### config.mk
export PLATFORM = sky130hd
export DESIGN_NAME = ordered_list_engine
export DESIGN_NICKNAME = d
export VERILOG_FILES = /design/src/rtl/ole_pkg.sv /design/src/rtl/ole_cell.sv /design/src/rtl/ordered_list_engine.sv
export VERILOG_INCLUDE_DIRS = /design/src /design/src/rtl
export SDC_FILE = /design/constraint.sdc
export NUM_CORES = 2
export LEC_CHECK = 0
export ABC_CLOCK_PERIOD_IN_PS = 11200
export BUFFER_PORTS_ARGS = -buffer_cell sky130_fd_sc_hd__buf_2
export CAP_MARGIN = 5
export CORE_UTILIZATION = 60
export CTS_BUF_LIST = sky130_fd_sc_hd__clkbuf_2 sky130_fd_sc_hd__clkbuf_4 sky130_fd_sc_hd__clkbuf_8
export CTS_CLUSTER_SIZE = 30
export DETAILED_ROUTE_END_ITERATION = 12
export PLACE_DENSITY = 0.84
export SYNTH_ARGS = -nofsm -noshare
export SYNTH_HDL_FRONTEND = slang
export SYNTH_HIERARCHICAL = 1
export SYNTH_SLANG_ARGS = --single-unit
### constraint.sdc
create_clock -name clk -period 11.2 [get_ports clk]
set_clock_uncertainty 0.15 [all_clocks]
set_input_delay 2.24 -clock clk [delete_from_list [all_inputs] [get_ports clk]]
set_output_delay 2.24 -clock clk [all_outputs]
set_load 0.01 [all_outputs]
### src/rtl/ordered_list_engine_macros.svh
// Assertion macros used by ordered_list_engine.sv.
`ifndef ORDERED_LIST_ENGINE_MACROS_SVH
`define ORDERED_LIST_ENGINE_MACROS_SVH

// Same-cycle implication, sampled on the rising clock edge, held off in reset
`define OLE_ASSERT_NOW(lbl, ante, cons, msg) \
  lbl: assert property (@(posedge clk) disable iff (!rst_n) (ante) |-> (cons)) \
    else $error(msg);

// Next-cycle implication
`define OLE_ASSERT_NEXT(lbl, ante, cons, msg) \
  lbl: assert property (@(posedge clk) disable iff (!rst_n) (ante) |=> (cons)) \
    else $error(msg);

`endif

### src/rtl/ole_pkg.sv
`default_nettype none

package ole_pkg;

  // Default number of cells in the chain
  localparam int DEFAULT_LIST_DEPTH = 16;

  // Fixed field widths
  localparam int MODE_W   = 3;
  localparam int DATA_W   = 32;
  localparam int POS_W    = 5;
  localparam int STATUS_W = 3;

  // Operation codes
  typedef enum logic [MODE_W-1:0] {
    MODE_INS_FRONT = 3'd0,
    MODE_INS_BACK  = 3'd1,
    MODE_INS_POS   = 3'd2,
    MODE_DEL_FRONT = 3'd3,
    MODE_DEL_BACK  = 3'd4,
    MODE_DEL_POS   = 3'd5,
    MODE_LIST      = 3'd6,
    MODE_SEARCH    = 3'd7
  } mode_t;

  // Result status codes
  typedef enum logic [STATUS_W-1:0] {
    STAT_OK       = 3'd0,
    STAT_EMPTY    = 3'd1,
    STAT_BADPOS   = 3'd2,
    STAT_NOTFOUND = 3'd3,
    STAT_FULL     = 3'd4
  } status_t;

  // Controller states
  typedef enum logic {
    S_IDLE = 1'b0,
    S_LIST = 1'b1
  } state_t;

  // Command broadcast to every cell of the chain
  typedef struct packed {
    logic              ins;    // open a slot at the index, later cells move up
    logic              del;    // close the slot at the index, later cells move down
    logic [DATA_W-1:0] value;  // value written into the opened slot
  } cell_cmd_t;

endpackage

`default_nettype wire

### src/rtl/ole_cell.sv
`default_nettype none

module ole_cell #(
  parameter int CELL_IDX = 0,
  parameter int IDX_W    = 4
) (
  input  wire                         clk,
  input  wire  ole_pkg::cell_cmd_t    cmd,
  input  wire  [IDX_W-1:0]            idx,
  input  wire  [ole_pkg::DATA_W-1:0]  prev_data,
  input  wire  [ole_pkg::DATA_W-1:0]  next_data,
  input  wire  [ole_pkg::DATA_W-1:0]  key,
  output logic [ole_pkg::DATA_W-1:0]  data,
  output logic                        match
);

  localparam logic [IDX_W-1:0] MY_IDX = IDX_W'(CELL_IDX);

  logic [ole_pkg::DATA_W-1:0] data_r;
  logic [ole_pkg::DATA_W-1:0] data_nxt;

  // Slot update: load, take from lower neighbour, take from upper neighbour
  always_comb begin
    data_nxt = data_r;
    if (cmd.ins) begin
      if (idx == MY_IDX) begin
        data_nxt = cmd.value;
      end else if (idx < MY_IDX) begin
        data_nxt = prev_data;
      end
    end else if (cmd.del) begin
      if (idx <= MY_IDX) begin
        data_nxt = next_data;
      end
    end
  end

  always_ff @(posedge clk) begin
    data_r <= data_nxt;
  end

  assign data  = data_r;
  assign match = (data_r == key);

endmodule

`default_nettype wire

### src/rtl/ordered_list_engine.sv
// Channel   | Ports                                                   | Direction
// ----------+---------------------------------------------------------+----------
// in_       | in_valid, in_ready, in_mode, in_value, in_position,     | input
//           | in_search_key                                           |
// out_      | out_valid, out_ready, out_status, out_value,            | output
//           | out_found_position, out_last                            |
//
// Insert, delete and search each complete on acceptance: every cell shifts or
// compares in parallel, and the result lands in the output register.
// A list of N entries gives N transactions, one per cycle while out_ready is
// high; no input is taken until the last of them is in the output register.
// A new transaction is taken while a result waits, once out_ready frees it.
// Synchronous reset empties the list; entry values are not cleared.
`default_nettype none

`include "ordered_list_engine_macros.svh"

module ordered_list_engine #(
  parameter int LIST_DEPTH = ole_pkg::DEFAULT_LIST_DEPTH
) (
  input  wire                           clk,
  input  wire                           rst_n,
  input  wire                           in_valid,
  output logic                          in_ready,
  input  wire  [ole_pkg::MODE_W-1:0]    in_mode,
  input  wire  [ole_pkg::DATA_W-1:0]    in_value,
  input  wire  [ole_pkg::POS_W-1:0]     in_position,
  input  wire  [ole_pkg::DATA_W-1:0]    in_search_key,
  output logic                          out_valid,
  input  wire                           out_ready,
  output logic [ole_pkg::STATUS_W-1:0]  out_status,
  output logic [ole_pkg::DATA_W-1:0]    out_value,
  output logic [ole_pkg::POS_W-1:0]     out_found_position,
  output logic                          out_last
);

  localparam int IDX_W = (LIST_DEPTH > 1) ? $clog2(LIST_DEPTH) : 1;
  localparam int CNT_W = $clog2(LIST_DEPTH + 1);
  localparam int PW    = ((CNT_W > ole_pkg::POS_W) ? CNT_W : ole_pkg::POS_W) + 1;
  localparam logic [CNT_W-1:0] FULL_CNT = CNT_W'(LIST_DEPTH);

  // Control state
  ole_pkg::state_t   state_r, state_nxt;
  logic [CNT_W-1:0]  count_r, count_nxt;
  logic [IDX_W-1:0]  list_idx_r, list_idx_nxt;

  // Output register
  logic                          out_valid_r, out_valid_nxt;
  ole_pkg::status_t              out_status_r, out_status_nxt;
  logic [ole_pkg::DATA_W-1:0]    out_value_r, out_value_nxt;
  logic [ole_pkg::POS_W-1:0]     out_fpos_r, out_fpos_nxt;
  logic                          out_last_r, out_last_nxt;

  // Chain signals
  ole_pkg::cell_cmd_t            cmd;
  logic [IDX_W-1:0]              op_idx;
  logic [IDX_W-1:0]              rd_idx;
  logic [ole_pkg::DATA_W-1:0]    cell_data [LIST_DEPTH];
  logic [LIST_DEPTH-1:0]         cell_match;

  // Decode results
  logic                          out_free;
  logic                          in_acc;
  logic                          is_full, is_empty;
  logic [PW-1:0]                 pos_e, cnt_e;
  ole_pkg::status_t              dec_status;
  logic [ole_pkg::DATA_W-1:0]    dec_value;
  logic [ole_pkg::POS_W-1:0]     dec_fpos;
  logic                          dec_last;
  logic                          dec_list;
  logic                          found;
  logic [ole_pkg::POS_W-1:0]     found_pos;
  logic                          list_end;

  assign out_free = !out_valid_r || out_ready;
  assign in_ready = (state_r == ole_pkg::S_IDLE) && out_free;
  assign in_acc   = in_valid && in_ready;
  assign is_full  = (count_r == FULL_CNT);
  assign is_empty = (count_r == '0);
  assign pos_e    = PW'(in_position);
  assign cnt_e    = PW'(count_r);
  assign list_end = ((CNT_W'(list_idx_r) + CNT_W'(1)) == count_r);

  // Cell chain
  for (genvar g = 0; g < LIST_DEPTH; g++) begin : g_cell
    logic [ole_pkg::DATA_W-1:0] prev_d, next_d;
    if (g == 0) begin : g_first
      assign prev_d = '0;
    end else begin : g_mid_lo
      assign prev_d = cell_data[g-1];
    end
    if (g == LIST_DEPTH - 1) begin : g_last
      assign next_d = '0;
    end else begin : g_mid_hi
      assign next_d = cell_data[g+1];
    end
    ole_cell #(
      .CELL_IDX (g),
      .IDX_W    (IDX_W)
    ) u_cell (
      .clk       (clk),
      .cmd       (cmd),
      .idx       (op_idx),
      .prev_data (prev_d),
      .next_data (next_d),
      .key       (in_search_key),
      .data      (cell_data[g]),
      .match     (cell_match[g])
    );
  end

  // First live match, lowest position wins
  always_comb begin
    found     = 1'b0;
    found_pos = '0;
    for (int i = LIST_DEPTH - 1; i >= 0; i--) begin
      if (cell_match[i] && (CNT_W'(i) < count_r)) begin
        found     = 1'b1;
        found_pos = ole_pkg::POS_W'(i + 1);
      end
    end
  end

  // Single read port into the chain: delete target, or list cursor
  assign rd_idx = (state_r == ole_pkg::S_LIST) ? list_idx_r : op_idx;

  // Operation decode for an incoming transaction
  always_comb begin
    cmd        = '0;
    cmd.value  = in_value;
    op_idx     = '0;
    dec_status = ole_pkg::STAT_OK;
    dec_value  = '0;
    dec_fpos   = '0;
    dec_last   = 1'b1;
    dec_list   = 1'b0;
    case (ole_pkg::mode_t'(in_mode))
      ole_pkg::MODE_INS_FRONT, ole_pkg::MODE_INS_BACK, ole_pkg::MODE_INS_POS: begin
        if (ole_pkg::mode_t'(in_mode) == ole_pkg::MODE_INS_BACK) begin
          op_idx = IDX_W'(count_r);
        end else if (ole_pkg::mode_t'(in_mode) == ole_pkg::MODE_INS_POS) begin
          op_idx = IDX_W'(in_position - ole_pkg::POS_W'(1));
        end
        if (is_full) begin
          dec_status = ole_pkg::STAT_FULL;
        end else if ((ole_pkg::mode_t'(in_mode) == ole_pkg::MODE_INS_POS) &&
                     ((pos_e == '0) || (pos_e > cnt_e + PW'(1)))) begin
          dec_status = ole_pkg::STAT_BADPOS;
        end else begin
          cmd.ins = in_acc;
        end
      end
      ole_pkg::MODE_DEL_FRONT, ole_pkg::MODE_DEL_BACK, ole_pkg::MODE_DEL_POS: begin
        if (ole_pkg::mode_t'(in_mode) == ole_pkg::MODE_DEL_BACK) begin
          op_idx = IDX_W'(count_r - CNT_W'(1));
        end else if (ole_pkg::mode_t'(in_mode) == ole_pkg::MODE_DEL_POS) begin
          op_idx = IDX_W'(in_position - ole_pkg::POS_W'(1));
        end
        if (is_empty) begin
          dec_status = ole_pkg::STAT_EMPTY;
        end else if ((ole_pkg::mode_t'(in_mode) == ole_pkg::MODE_DEL_POS) &&
                     ((pos_e == '0) || (pos_e > cnt_e))) begin
          dec_status = ole_pkg::STAT_BADPOS;
        end else begin
          cmd.del   = in_acc;
          dec_value = cell_data[rd_idx];
        end
      end
      ole_pkg::MODE_LIST: begin
        if (is_empty) begin
          dec_status = ole_pkg::STAT_EMPTY;
        end else begin
          dec_value = cell_data[rd_idx];
          dec_last  = (count_r == CNT_W'(1));
          dec_list  = !dec_last;
        end
      end
      ole_pkg::MODE_SEARCH: begin
        if (found) begin
          dec_fpos = found_pos;
        end else begin
          dec_status = ole_pkg::STAT_NOTFOUND;
        end
      end
      default: begin
        dec_status = ole_pkg::STAT_OK;
      end
    endcase
  end

  // Next state, entry count and list cursor
  always_comb begin
    state_nxt    = state_r;
    count_nxt    = count_r;
    list_idx_nxt = list_idx_r;
    case (state_r)
      ole_pkg::S_IDLE: begin
        if (cmd.ins) begin
          count_nxt = count_r + CNT_W'(1);
        end else if (cmd.del) begin
          count_nxt = count_r - CNT_W'(1);
        end
        if (in_acc && dec_list) begin
          state_nxt    = ole_pkg::S_LIST;
          list_idx_nxt = IDX_W'(1);
        end
      end
      ole_pkg::S_LIST: begin
        if (out_free) begin
          if (list_end) begin
            state_nxt = ole_pkg::S_IDLE;
          end else begin
            list_idx_nxt = list_idx_r + IDX_W'(1);
          end
        end
      end
      default: begin
        state_nxt = ole_pkg::S_IDLE;
      end
    endcase
  end

  // Output register loads
  always_comb begin
    out_valid_nxt  = out_valid_r && !out_ready;
    out_status_nxt = out_status_r;
    out_value_nxt  = out_value_r;
    out_fpos_nxt   = out_fpos_r;
    out_last_nxt   = out_last_r;
    case (state_r)
      ole_pkg::S_IDLE: begin
        if (in_acc) begin
          out_valid_nxt  = 1'b1;
          out_status_nxt = dec_status;
          out_value_nxt  = dec_value;
          out_fpos_nxt   = dec_fpos;
          out_last_nxt   = dec_last;
        end
      end
      ole_pkg::S_LIST: begin
        if (out_free) begin
          out_valid_nxt  = 1'b1;
          out_status_nxt = ole_pkg::STAT_OK;
          out_value_nxt  = cell_data[rd_idx];
          out_fpos_nxt   = '0;
          out_last_nxt   = list_end;
        end
      end
      default: begin
        out_valid_nxt = 1'b0;
      end
    endcase
  end

  // Control registers
  always_ff @(posedge clk) begin
    if (!rst_n) begin
      state_r     <= ole_pkg::S_IDLE;
      count_r     <= '0;
      list_idx_r  <= '0;
      out_valid_r <= 1'b0;
    end else begin
      state_r     <= state_nxt;
      count_r     <= count_nxt;
      list_idx_r  <= list_idx_nxt;
      out_valid_r <= out_valid_nxt;
    end
  end

  // Result payload
  always_ff @(posedge clk) begin
    out_status_r <= out_status_nxt;
    out_value_r  <= out_value_nxt;
    out_fpos_r   <= out_fpos_nxt;
    out_last_r   <= out_last_nxt;
  end

  assign out_valid          = out_valid_r;
  assign out_status         = out_status_r;
  assign out_value          = out_value_r;
  assign out_found_position = out_fpos_r;
  assign out_last           = out_last_r;

  // Checks
  `OLE_ASSERT_NOW(a_count_bound, 1'b1, count_r <= FULL_CNT, "entry count above depth")
  `OLE_ASSERT_NOW(a_list_frozen, state_r == ole_pkg::S_LIST, !(cmd.ins || cmd.del),
    "list changed during a listing run")
  `OLE_ASSERT_NOW(a_cursor_live, state_r == ole_pkg::S_LIST,
    CNT_W'(list_idx_r) < count_r, "list cursor beyond live entries")
  `OLE_ASSERT_NEXT(a_ins_count, cmd.ins, count_r == $past(count_r) + CNT_W'(1),
    "insert did not grow the list")
  `OLE_ASSERT_NEXT(a_del_count, cmd.del, count_r == $past(count_r) - CNT_W'(1),
    "delete did not shrink the list")

endmodule

`default_nettype wire

==> results.json <==
{
  "ys_seq_area_share_pct": 40.4,
  "r2r_slack_ns": 4.31,
  "p_per_area_nw_per_um2": 135,
  "cts.sinks": 564,
  "die_w_um": 266,
  "synth_top_family_by_area": "multiplexers",
  "rsz0062_at_grt": "no",
  "ys_seq_elements": 564,
  "synthMuxAreaShare_pct": 18.7,
  "cts_hold_buf": 0,
  "final_nets": 4279,
  "synth_xor_area_share_pct": 10.9,
  "crit_top_cell": "buf_4",
  "die_h_um": 266,
  "drt-initial-drc-count": 7937,
  "drive_above_1_share_pct": 10.7,
  "worstHoldEndpoint": "list_idx_r[1]",
  "fin_crit_sh_pct": 61.7,
  "fmax_ghz": 0.145,
  "avgSynthCellArea_sq_um": 10.1,
  "cts_tree": "built",
  "cts_buffers": 100,
  "cts.reportedPaths.clkPinSlew_ns": 0.06,
  "arrival_ns": 7.11,
  "pwr-share-clk_pct": 33.2,
  "synthCells": 4141,
  "async_flop_share_pct": 0,
  "yosys_warnings": 6,
  "synth_compound_gate_area_share_pct": 14.5,
  "ir_drop_mv": 0.105,
  "p_switching_uw": 2030,
  "cts_resized": 0,
  "cts_setup_buffers": 0,
  "final_cell_mix": "mux2i_1, nor2_1, a21oi_1",
  "htreeDepth": 3,
  "setup_viol": 0,
  "track_usage_pct": 44.1,
  "synth_edf_count": 553,
  "dieArea_sq_um": 70500,
  "gr-total-overflow": 0,
  "wl_um": 160000,
  "fp.coreArea_sq_um": 68700,
  "tns_ns": 0,
  "r2r-end": "g_cell[14].u_cell/data[1]",
  "slew_violations": 0,
  "hold_violations": 0,
  "sequentialPowerShare_pct": 44.4,
  "r2r-start": "count_r[1]",
  "synth_fa_ha_area_share_pct": 0.528,
  "hold-path-cell-count": 2,
  "critPathKind": "in2reg",
  "cts-root-buf": "clkbuf_8",
  "boundaryPins": 119,
  "synthSimpleGateAreaFrac_pct": 10.3,
  "grt_pass1_vias": 34200,
  "hpwl_um": 103000,
  "fin_util_pct": 65.3,
  "cp.required_ns": 11.40,
  "clk-insertion-delay-late_ns": 0.75,
  "grt_max_degree": 280,
  "via_per_inst": 7.13,
  "hold_class": "reg2reg",
  "tightest_slew_ns": 1.46,
  "layout-area-overhead-vs-synth_pct": 7.61,
  "end_kind": "register",
  "swShare_pct": 33.5,
  "antenna_found_initial": 45,
  "crit_path_cell_trace": "buf_2 -> inv_1 -> ha_1 -> nand4_1 -> o32ai_1 -> o21a_1 -> a31oi_1 -> o21ai_1 -> nand2_1 -> inv_8 -> buf_4 -> nor2_1 -> a41oi_4 -> buf_4",
  "finalCriticalPeriod_ns": 6.91,
  "cts_buffer_depth": 3,
  "rows": 96,
  "power.internal_uw": 4020,
  "start_util_pct": 60.7,
  "globalplace.congestion": 1.12,
  "synth_cell_types": 85,
  "postRouteAntennaNets": 0,
  "power.leakage_uw": 0.0179,
  "critPathMaxStageDelay_ns": 0.98,
  "dp_cells": 5016,
  "mostFrequentLayoutCell": "mux2i_1",
  "route.detailed.drc": 0,
  "vias": 37300,
  "pwr-share-comb_pct": 22.4,
  "routedWlPerCell_um": 30.6,
  "synth_flop_cell": "edfxtp_1",
  "power.total_uw": 6050,
  "outcome": "finished clean",
  "io_buffers": 118,
  "r2r_cells": 15,
  "maxCapViolations": 0,
  "drt_pass1_iterations": 10,
  "worstPathMaxFanout": 160,
  "worstHoldStart": "list_idx_r[1]",
  "max-slew-margin-rel_pct": 2.60,
  "grt_pass1_wl_um": 228000,
  "syn_area_sq_um": 41700,
  "slowest_stage": "buf_4",
  "fin_cells": 5227,
  "worstSetupStartpointType": "input pin"
}
[per-stage QoR]
| step | cell area, sq um | hold slack, ns | setup WS [ns] |
|---|---|---|---|
| floorplan | 41800 | 0.324 | 1.24 |
| global placement | 42800 | 0.357 | 3.88 |
| finish | 44900 | 0.381 | 4.29 |
| detailed placement | 42800 | 0.369 | 3.80 |
| CTS | 44800 | 0.383 | 4.54 |
| global route | 44800 | 0.411 | 4.11 |
[synthesized netlist by cell type, types with 35 or more instances]
cell | count | share of area [%]
edfxtp_1 | 553 | 40
mux2i_1 | 736 | 18
a21oi_1 | 603 | 7.2
inv_1 | 53 | 0.48
nand4_1 | 35 | 0.53
buf_2 | 46 | 0.55
a21o_1 | 36 | 0.65
o21ai_0 | 78 | 0.94
xor2_1 | 515 | 11
a22oi_1 | 68 | 1.2
nor4_1 | 132 | 2.0
nor2_1 | 605 | 5.4
clkbuf_1 | 155 | 1.4
o22ai_1 | 70 | 1.1
[metal layers]
| metal | vias up | track usage (%) | routed length [um] |
|---|---|---|---|
| li1 | 15600 | - | - |
| met4 | 22 | 31.4 | 13500 |
| met5 | - | 2.29 | 311 |
| met1 | 17300 | 55.4 | 54000 |
| met3 | 916 | 19.2 | 28300 |
| met2 | 3476 | 60.1 | 64100 |
[sequential cells by signal, indices dropped and copies added, names as in the netlist]
name,count
g_cell.u_cell/data,512
out_value,32
count_r,5
out_found_position,5
list_idx_r,4
out_status,3
out_last,1
out_valid,1
state_r,1
[cell families after synthesis]
| group | count (synthesis) |
|---|---|
| fa+ha+maj | 18 |
| compound gates | 1014 |
| mux | 771 |
| flops | 564 |
| simple gates | 906 |
| buf+inv | 347 |
| other cells | 1 |
| xor+xnor | 520 |
[final cells by class]
| type | instances | area, sq um |
|---|---|---|
| Antenna cell | 26 | 65.1 |
| Clock inverter | 50 | 328 |
| Clock buffer | 135 | 1670 |
| Inverter | 56 | 220 |
| Multi-Input combinational cell | 3261 | 23300 |
| Sequential cell | 564 | 16800 |
| Timing Repair Buffer | 204 | 1270 |
| Tap cell | 931 | 1160 |
| Fill cell | 5398 | 23800 |
[power groups by stage]
stage          combinational, uW  clock, uW  sequential, uW
2_1_floorplan                849          0            2660
6_report                    1360       2010            2690
3_5_place_dp                1280          0            2720
3_3_place_gp                1240          0            2710
5_1_grt                     1400       2090            2700
4_1_cts                     1280       2000            2680
[how the worst max path moves through the flow]
stage	to	slack [ns]	from
6_report	g_cell[14].u_cell/data[1]	4.29	in_position[0]
5_1_grt	g_cell[14].u_cell/data[7]	4.11	in_position[0]
4_1_cts	g_cell[14].u_cell/data[1]	4.54	in_position[0]
3_5_place_dp	g_cell[14].u_cell/data[20]	3.80	in_position[0]
3_3_place_gp	g_cell[14].u_cell/data[19]	3.88	in_position[1]
2_1_floorplan	g_cell[2].u_cell/data[0]	1.24	in_position[0]
[worst max-delay path, delay by kind of cell]
| family | cells | cell delay, ns |
|---|---|---|
| buf+inv | 5 | 2.50 |
| compound gates | 5 | 1.36 |
| simple gates | 3 | 0.56 |
| fa+ha+maj | 1 | 0.32 |
(Power assumes the default switching activity.)
